## config.mk

```make
export PLATFORM = sky130hd
export DESIGN_NAME = rst_cell
export DESIGN_NICKNAME = d
export VERILOG_FILES = /design/src/rtl/assert_macros.svh /design/src/rtl/rst_pkg.sv /design/src/rtl/rst_cell.sv
export SDC_FILE = /design/constraint.sdc
export NUM_CORES = 1
export LEC_CHECK = 0
export BUFFER_PORTS_ARGS = -buffer_cell sky130_fd_sc_hd__buf_4
export CAP_MARGIN = 30
export CELL_PAD_IN_SITES_DETAIL_PLACEMENT = 0
export CELL_PAD_IN_SITES_GLOBAL_PLACEMENT = 2
export CORE_AREA = 2 2 150 152
export DETAILED_ROUTE_END_ITERATION = 8
export DIE_AREA = 0 0 152 154
export HOLD_SLACK_MARGIN = 0.02
export PLACE_DENSITY_LB_ADDON = 0.1
export SETUP_SLACK_MARGIN = 0.15
export SLEW_MARGIN = 20
export SYNTH_ARGS = -nofsm -noshare
export SYNTH_HDL_FRONTEND = slang
export SYNTH_SLANG_ARGS = --single-unit
```

## constraint.sdc

```tcl
create_clock -name clk -period 4.61 [get_ports clk]
set_input_delay 0.2305 -clock clk [delete_from_list [all_inputs] [get_ports clk]]
set_output_delay 0.2305 -clock clk [all_outputs]
set_load 0.1 [all_outputs]
```

## src/rtl/assert_macros.svh

```systemverilog
// Assertion macros used by refcounted_service_table_top.
`ifndef ASSERT_MACROS_SVH
`define ASSERT_MACROS_SVH
`ifndef ASSERT_OFF
`define ASSERT_IMPLIES(label, clk, rst_n, a, c) \
  label: assert property (@(posedge clk) disable iff (!rst_n) (a) |-> (c)) else $error("assertion failed");
`define ASSERT_NEXT(label, clk, rst_n, a, c) \
  label: assert property (@(posedge clk) disable iff (!rst_n) (a) |=> (c)) else $error("assertion failed");
`else
`define ASSERT_IMPLIES(label, clk, rst_n, a, c)
`define ASSERT_NEXT(label, clk, rst_n, a, c)
`endif
`endif

```

## src/rtl/rst_pkg.sv

```systemverilog
`default_nettype none
package rst_pkg;
  localparam int Entries    = 32;
  localparam int CountBits  = 16;
  localparam int KeyBits    = 32;
  localparam int IdxBits    = $clog2(Entries);
  localparam int InBits     = 104;
  localparam int OutBits    = 136;

  localparam logic [2:0] OP_ADD_PUB = 3'd0;
  localparam logic [2:0] OP_ADD_SRV = 3'd1;
  localparam logic [2:0] OP_REM_PUB = 3'd2;
  localparam logic [2:0] OP_REM_SRV = 3'd3;
  localparam logic [2:0] OP_PURGE   = 3'd4;
  localparam logic [2:0] OP_QUERY   = 3'd5;
  localparam logic [2:0] OP_READ    = 3'd6;

  localparam logic [1:0] ST_OK   = 2'd0;
  localparam logic [1:0] ST_FULL = 2'd1;
  localparam logic [1:0] ST_SAT  = 2'd2;

  typedef enum logic [1:0] {S_IDLE, S_SCAN, S_APPLY, S_OUT} state_t;

  // One table entry as it travels along the ring.
  typedef struct packed {
    logic                 valid;
    logic [KeyBits-1:0]   svc;
    logic [KeyBits-1:0]   inst;
    logic [KeyBits-1:0]   evt;
    logic [CountBits-1:0] pub;
    logic [CountBits-1:0] srv;
  } entry_t;

  // Control from the sequencer to every cell.
  typedef struct packed {
    logic shift;
    logic write;
    logic clear;
  } cell_ctl_t;
endpackage
`default_nettype wire

```

## src/rtl/rst_cell.sv

```systemverilog
`default_nettype none
module rst_cell (
  input  wire logic           clk,
  input  wire rst_pkg::cell_ctl_t ctl,
  input  wire rst_pkg::entry_t    prev,
  input  wire rst_pkg::entry_t    wdata,
  output rst_pkg::entry_t         q
);
  rst_pkg::entry_t ent_r;
  rst_pkg::entry_t ent_nxt;

  // A cell takes its neighbor's entry on a shift, or new contents on a write; a clear drops its valid bit.
  always_comb begin
    ent_nxt = ent_r;
    if (ctl.shift) begin
      ent_nxt = prev;
    end else if (ctl.write) begin
      ent_nxt = wdata;
    end
    if (ctl.clear) begin
      ent_nxt.valid = 1'b0;
    end
  end

  always_ff @(posedge clk) begin
    ent_r <= ent_nxt;
  end

  assign q = ent_r;
endmodule
`default_nettype wire

```

## After elaboration in Yosys (flattened, before gate mapping)

Cells that the tools add are included.

- Register bits after elaboration: 129
- Bits in latches: 0
- Bits in writable memories: 0
- Bits in read-only memories: 0
- Input bits: 262
- Output and inout port bits: 129
- Logic and storage cells: 9
- Memories kept: 0

- Add/sub/neg operators: 0
- Multipliers: 0
- Divide/modulo/power cells: 0
- Order comparisons: 0
- Equal/unequal tests: 0
- Shifts and indexed selects: 0
- Multiplexer cells: 2
- Bitwise logic cells: 0
- Reduce and logical (&&, ||, !) cells: 1

Operators with widths:

| kind | count |
|---|---|
| $mux 129 | 2 |
| $reduce_bool 2->1 | 1 |

## Depth between registers and ports, before layout

- Word-level depth: 2
- Mapped depth: 5
- Mapped depth without buffers: 2

## Worst setup path after synthesis

OpenSTA, ideal clock, no wires.

- Path kind: input to register
- Start: in ctl[2] (netlist bit)
- End: reg ent_r (netlist bit q[0]) (enable)
- Setup time: 0.496 ns
- Data arrival time: 3.437 ns
- Required time: 4.114 ns
- Setup slack: 0.677 ns
- Cell stages on the path: 4
- Path buffers: 3
- Cell sequence: buf_6 buf_8 buf_6 or2_1

- Longest elaborated chain between the ends: 1

RTL lines:

| what | line | RTL |
|---|---|---|
| start, declared | rst_cell.sv:4 | `input wire rst_pkg::cell_ctl_t ctl,` |
| $reduce_bool 2->1 (no line) | - |  |
| end signal, assigned | rst_cell.sv:26 | `ent_r <= ent_nxt;` |
| end, declared | rst_cell.sv:9 | `rst_pkg::entry_t ent_r;` |

Every way passes these cells.
A chain may end at the register's enable or synchronous reset.

## Worst setup path after layout

- Start: in ctl[2] (netlist bit)
- End: reg ent_r (netlist bit q[82]) (enable)

The elaborated chain is that of the path after synthesis.

==> impl_metrics.json <==
{
  "fin_util": 0.445,
  "grt_overflow": 0,
  "yosysWarnings": 0,
  "cts_buffers": 17,
  "via_per_inst": 4.13,
  "synthToLayoutAreaGrowth_pct": 65.7,
  "synth.distinct_cells": 12,
  "syn-mean-instance-area_um2": 21.0,
  "syn_inst": 277,
  "dieWidth_um": 152,
  "fin_crit_sh": 0.437,
  "final_cells": 971,
  "clock_skew_ps": 0,
  "core_um2": 21700,
  "dr.pass1.iters": 4,
  "ir_drop_uv": 209,
  "slew_headroom": 0.398,
  "critical_path_class": "in -> reg",
  "drc": 0,
  "largest_reg_flops": 129,
  "yosysMostFrequentCell": "edfxtp_1",
  "finalNetCount": 938,
  "synth_top_area_share": 0.660,
  "dieHeight_um": 154,
  "ys_seq_area_frac": 0.664,
  "cts-root-buf": "clkbuf_16",
  "pin_count": 391,
  "status": "finished clean",
  "groute.usage.overall": 0.146,
  "r2r_slack_ps": 3930,
  "max_freq_ghz": 0.497,
  "rsz0062_at_grt": "false",
  "synthesis.nets": 539,
  "wl_per_cell_um": 18.1,
  "dp_hpwl_mm": 13.8,
  "io_buffer_count": 390,
  "grt_pass1_wl_mm": 25.2,
  "finalHoldViolations": 0,
  "final.setup.tns_ps": 0,
  "antenna_found_initial": 2,
  "critical_path.max_fanout": 62,
  "rr_worst_depth": 2,
  "hold_class": "in -> reg",
  "cts_setup_buffers": 0,
  "min_from": "prev[97]",
  "fill_cells": 1982,
  "yosysTopAreaCell": "edfxtp_1",
  "fin_crit_ps": 2010,
  "worst_pin_slew_ps": 902,
  "startpoint_type": "primary input",
  "rr_startpoint": "q[128]$_SDFFE_PP0P_",
  "holdPathStages": 2,
  "cts_tree": "done",
  "synth-seq-cells": 129,
  "placementRows": 54,
  "cp-end-kind": "flip-flop",
  "powerDensity_nw_per_um2": 461,
  "synth_ff_type": "edfxtp_1",
  "postRouteAntennaNets": 0,
  "synth_async_sr_flop_share": 0,
  "synth_commonest_cells": "edfxtp_1, mux2_4, mux2_2",
  "max-cap-violations": 0,
  "clkTransAtPathRegs_ps": 60,
  "clkLatencyLatePin_ps": 400,
  "grt_pass1_vias": 4128,
  "cts_num_sinks": 129,
  "vias": 4008,
  "clk_path_buf_depth": 2,
  "drv_slew": 0,
  "syn_area_um2": 5820,
  "grt_max_degree": 63,
  "worst_hold_slack_ps": 116,
  "initial_core_util": 0.268,
  "dp_cells": 936,
  "drt_iter0_markers": 178,
  "ys_top_cells_by_area": "edfxtp_1, mux2_4, mux2_2, buf_6, buf_2",
  "drt_wl_total_mm": 17.5,
  "dieArea_um2": 23400,
  "hold_end": "q[97]$_DFFE_PP_",
  "crit_arrival_ps": 2060,
  "crit_required_ps": 4650,
  "synth_edf_count": 128,
  "htreeDepth": 4,
  "place_congestion": 0.768,
  "setup_violations": 0,
  "leakagePower_uw": 0.00441,
  "drive_gt1_frac": 0.804,
  "rr_endpoint": "q[128]$_SDFFE_PP0P_"
}
## critical path, cell delays in order
cell and delay (ps):
buf_6 320, or2_4 790, buf_4 620
## area by class of cell
cell class                      count  area [um^2]  share of cell area
Clock buffer                       18          429              0.0445
Multi-Input combinational cell    132         1810               0.188
Clock inverter                     14          213              0.0221
Tap cell                          280          350              0.0363
Antenna cell                        2         5.00            0.000519
Sequential cell                   129         3860               0.401
Inverter                            1         3.75            0.000389
Timing Repair Buffer              395         2970               0.308
## placed cells by master (no fill, tap or decap)
| cell type | n |
|---|---|
| mux2_4 | 88 |
| inv_6 | 1 |
| bufinv_16 | 5 |
| buf_6 | 1 |
| clkinv_2 | 1 |
| or2_4 | 1 |
| clkinv_4 | 3 |
| clkinvlp_4 | 2 |
| clkbuf_16 | 17 |
| clkbuf_1 | 1 |
| dlygate4sd3_1 | 1 |
| mux2_2 | 40 |
| a211oi_2 | 1 |
| mux2i_1 | 1 |
| clkinv_1 | 2 |
| diode_2 | 2 |
| buf_4 | 393 |
| nor2b_1 | 1 |
| dfxtp_1 | 1 |
| inv_2 | 1 |
| edfxtp_1 | 128 |
## per-layer routing
metal | GRT usage | part of all wire | up-vias
met5 | 0 | 0 | -
met4 | 0.0614 | 0.018 | 0
met3 | 0.0705 | 0.10 | 21
met2 | 0.260 | 0.53 | 237
met1 | 0.144 | 0.35 | 1862
li1 | - | - | 1888
## per-stage QoR
step | total power, uW | setup WS [ps] | cell area (um^2)
CTS | 4510 | 2550 | 9640
finish | 4450 | 2600 | 9650
detailed placement | 3030 | 2090 | 8990
global placement | 3020 | 2170 | 8990
global route | 4600 | 2430 | 9650
floorplan | 2620 | 677 | 5820
## worst max-delay path by stage
stage	to	slack [ps]	from
finish	q[82]$_DFFE_PP_	2600	ctl[2]
global route	q[83]$_DFFE_PP_	2430	ctl[2]
detailed placement	q[5]$_DFFE_PP_	2090	ctl[2]
floorplan	q[0]$_DFFE_PP_	680	ctl[2]
global placement	q[7]$_DFFE_PP_	2170	ctl[2]
CTS	q[1]$_DFFE_PP_	2550	ctl[2]
## timing repair
action / in CTS / in global routing
hold buffers: 1 / 0
resized for setup: 0 / 0
hold endpoints to repair: 1 / 0
## power by group
| part | leakage, uW | internal [uW] | total [uW] | switching, uW |
|---|---|---|---|---|
| Combinational | 0.00280 | 412 | 1510 | 1100 |
| Clock | 0.000306 | 959 | 1460 | 503 |
| Sequential | 0.00131 | 1440 | 1480 | 36.5 |
| Total | 0.00441 | 2810 | 4450 | 1640 |
## cells by family (layout without fill, tap and decap cells)
kind of cell           Yosys count  after routing  share of synthesized area
buffers and inverters           16            428                     0.0260
flip-flops                     129            129                      0.664
AO/OA/AOI/OAI                    1              1                    0.00215
multiplexers                   129            129                      0.306
AND/OR/NAND/NOR                  2              2                    0.00215
other                            0              2                          0
Note: power is estimated with default switching activity, not from simulation.
